### config.mk
export PLATFORM = sky130hd
export DESIGN_NAME = gte_delay
export DESIGN_NICKNAME = d
export VERILOG_FILES = /design/src/sv/geodetic_to_ecef_defines.svh /design/src/sv/gte_delay.sv
export SDC_FILE = /design/constraint.sdc
export NUM_CORES = 1
export LEC_CHECK = 0
export ABC_AREA = 1
export BUFFER_PORTS_ARGS = -buffer_cell sky130_fd_sc_hd__buf_2
export CAP_MARGIN = 0
export CORE_MARGIN = 5
export CORE_UTILIZATION = 40
export CTS_CLUSTER_SIZE = 16
export DETAILED_ROUTE_END_ITERATION = 10
export HOLD_SLACK_MARGIN = 0.05
export PLACE_DENSITY = 0.66
export SYNTH_ARGS = -nofsm -noshare
export SYNTH_HDL_FRONTEND = slang
export SYNTH_SLANG_ARGS = --single-unit
### constraint.sdc
create_clock -name aclk -period 1.8 [get_ports aclk]
set_clock_uncertainty 0.2 [all_clocks]
set_input_delay 0.27 -clock aclk [delete_from_list [all_inputs] [get_ports aclk]]
set_output_delay 0.27 -clock aclk [all_outputs]
set_load 0.03 [all_outputs]
### src/sv/geodetic_to_ecef_defines.svh
// assertion macros shared by the geodetic to ecef design
`ifndef GEODETIC_TO_ECEF_DEFINES_SVH
`define GEODETIC_TO_ECEF_DEFINES_SVH

// same-cycle implication, clocked on aclk, off while aresetn is low
`define GTE_ASSERT_IMPL(lbl, ante, cons) \
    lbl: assert property (@(posedge aclk) disable iff (!aresetn) (ante) |-> (cons)) \
        else $error("same-cycle check failed");

// next-cycle implication, clocked on aclk, off while aresetn is low
`define GTE_ASSERT_NEXT(lbl, ante, cons) \
    lbl: assert property (@(posedge aclk) disable iff (!aresetn) (ante) |=> (cons)) \
        else $error("next-cycle check failed");

`endif

### src/sv/gte_delay.sv
// shift-line delay with a shared advance enable
`default_nettype none

module gte_delay #(
    parameter int WIDTH = 8,
    parameter int DEPTH = 2
) (
    input  logic             aclk,
    input  logic             en,
    input  logic [WIDTH-1:0] din,
    output logic [WIDTH-1:0] dout
);
    logic [WIDTH-1:0] line_reg [DEPTH];

    always_ff @(posedge aclk) begin
        if (en) begin
            line_reg[0] <= din;
            for (int k = 1; k < DEPTH; k++) begin
                line_reg[k] <= line_reg[k-1];
            end
        end
    end

    assign dout = line_reg[DEPTH-1];

endmodule

`default_nettype wire

==> summary.txt <==
Outcome
  • Status: finished clean

STA
  • Worst Hold Slack: 0.212 ns
  • Unrepaired setup endpoints after global routing: false
  • Crit path time final: 1.29 ns
  • Setup TNS: 0 ns
  • Period utilization: 71.8%
  • Final worst slack: 0.508 ns
  • Relative slew margins: 78.3%
  • F_max: 774 MHz
  • Setup violations, final: 0
  • Pins Over Slew Limit: 0
  • Final hold viol count: 0
  • Slew of the pin with the lowest slew margin: 0.325 ns

Layout
  • Area delta synth->final: 27.8%
  • Register Area: 480 um2
  • Finished layout cell area: 691 um2
  • Filler Cell Count: 109
  • Share of layout cells above drive strength 1: 44.4%
  • Antenna cells: 0
  • Multi-input gates: 0
  • Final net count: 56
  • Final std cells w/o fill: 60
  • Combined area of the multi-input logic cells: 0 um2
  • Largest register FFs: 16

Logic synthesis
  • Synth Flop Type: edfxtp_1
  • Post-synthesis cell count: 24
  • Asr flop ratio synth: 0%
  • Most frequent cells after synthesis: edfxtp_1 (16), buf_4 (8)
  • Synth top area cells: edfxtp_1 (89%), buf_4 (11%)
  • Synth top area share: 88.9%
  • Cell with the most instances after synthesis: edfxtp_1
  • Number of flops mapped to enable cells by yosys: 16
  • Post-Syn Area: 541 um2
  • Synth warn: 0
  • Syn Nets: 34
  • Avg Cell Area, Syn: 22.5 um2
  • Seq/Total Area, Yosys: 88.9%
  • Number of synthesized register bits: 16
  • Synth cell types: 2
  • Largest area contributor in the netlist: edfxtp_1

Routing
  • WL/cell: 11.1 um
  • # DRC: 0
  • Drt total wl: 665 um
  • Via count: 251
  • Vias/cell: 4.18
  • Pre-antenna DRT Iters: 3
  • Final ANT Viol Nets: 0
  • Initial DRC count: 5

Place
  • Place WS: 0.692 ns
  • DP Area: 584 um2
  • Port Buffer Count: 17
  • Placed Cells: 48
  • GPL Wtd Cong: 0.543

Clock network
  • Longest Clk Path Bufs: 2
  • Clock Latency Late Sink: 0.27 ns
  • # clock sinks: 16
  • CTS tree: done
  • Post-CTS Setup Bufs: 0
  • CTS root buf: clkbuf_4
  • H-Tree Depth: 1
  • Number of CTS-inserted buffers: 3
  • Clk slew on worst S/H paths: 0.08 ns

Setup path
  • CP Max Fanout: 1
  • CP Launch Type: flip-flop
  • Critical Path RT: 1.33 ns
  • Slowest library cell on the worst path: edfxtp_1
  • CP Launch Point: line_reg[0][10]$_DFFE_PP_
  • CP top delay family: flip-flops
  • Worst R2R Start: line_reg[0][7]$_DFFE_PP_
  • CP Class: flip-flop to output port
  • Buf/Inv on CP: 1
  • Crit path arrival time: 0.82 ns
  • Crit path cell chain: buf_2
  • Endpoint class of the critical path: output port
  • Critical path's largest stage delay: 0.37 ns

Run
  • Max cap viols: 0

Global routing
  • Vias in the first global route: 269
  • Largest net degree at the start of global routing: 17
  • GRT overflow: 0
  • Initial antenna violation count: 0
  • First-pass GRT wire length: 1.04 mm
  • Total track usage: 7.45%

Die
  • Row cnt: 13
  • Die width: 46.8 um
  • Core box area: 1280 um2
  • Die Height: 46.8 um
  • IO Pins: 18
  • Initial core utilization: 42.1%
  • Die area: 2190 um2

Worst hold path
  • Hold_sp: en
  • Worst Hold Class: input port to flip-flop

Power
  • Leakage: 0.272 nW
  • Max IR drop VDD: 0.598 mV
  • Power Dens Cells: 995 nW/um2
==> cell type report <==
cell class / count / area share (%)
Clock inverter: 1 / 0.543
Sequential cell: 16 / 69.6
Clock buffer: 3 / 3.26
Tap cell: 15 / 2.72
Timing Repair Buffer: 25 / 23.9
==> per-stage QoR <==
stage               utilization, %  power (W)
finish                        53.7   0.000687
global route                  53.7   0.000723
CTS                           53.7   0.000697
detailed placement            45.5   0.000508
global placement              45.5   0.000504
floorplan                        -   0.000496
==> cell families after synthesis <==
logic type	Yosys count	synth area share (%)
flops	16	88.9
buf+inv	8	11.1
==> routing by layer <==
metal | wire length, um | GRT usage, % | up-vias
met3 | 71 | 2.68 | 2
met4 | 12 | 8.29 | 0
met2 | 351 | 11.4 | 10
li1 | - | - | 122
met1 | 229 | 7.29 | 117
met5 | 0 | 0 | -
==> power breakdown <==
group	switching [W]	internal, W
clock network	0.0000960	0.0000801
registers	0.00000600	0.000441
logic	0.0000383	0.0000258
total	0.000140	0.000547
==> worst paths after layout <==
kind                                                  end  slack (ns)  cells past startpoint
worst max-delay path                              dout[2]        0.51                      1
worst min-delay path            line_reg[0][14]$_DFFE_PP_        0.21                      1
worst min register to register  line_reg[0][11]$_DFFE_PP_        0.22                      0
worst max register to register  line_reg[0][15]$_DFFE_PP_        0.97                      0
==> cells in the final DEF, fill, tap and decap left out <==
master / n
clkbuf_4: 3
dlygate4sd3_1: 8
clkinv_1: 1
edfxtp_1: 16
buf_2: 17
==> timing repair <==
action                                 CTS  global route
resized for setup                        0             0
hold buffers                             8             0
endpoints found under the hold margin    8             0
Note: power is estimated with default switching activity, not from simulation.
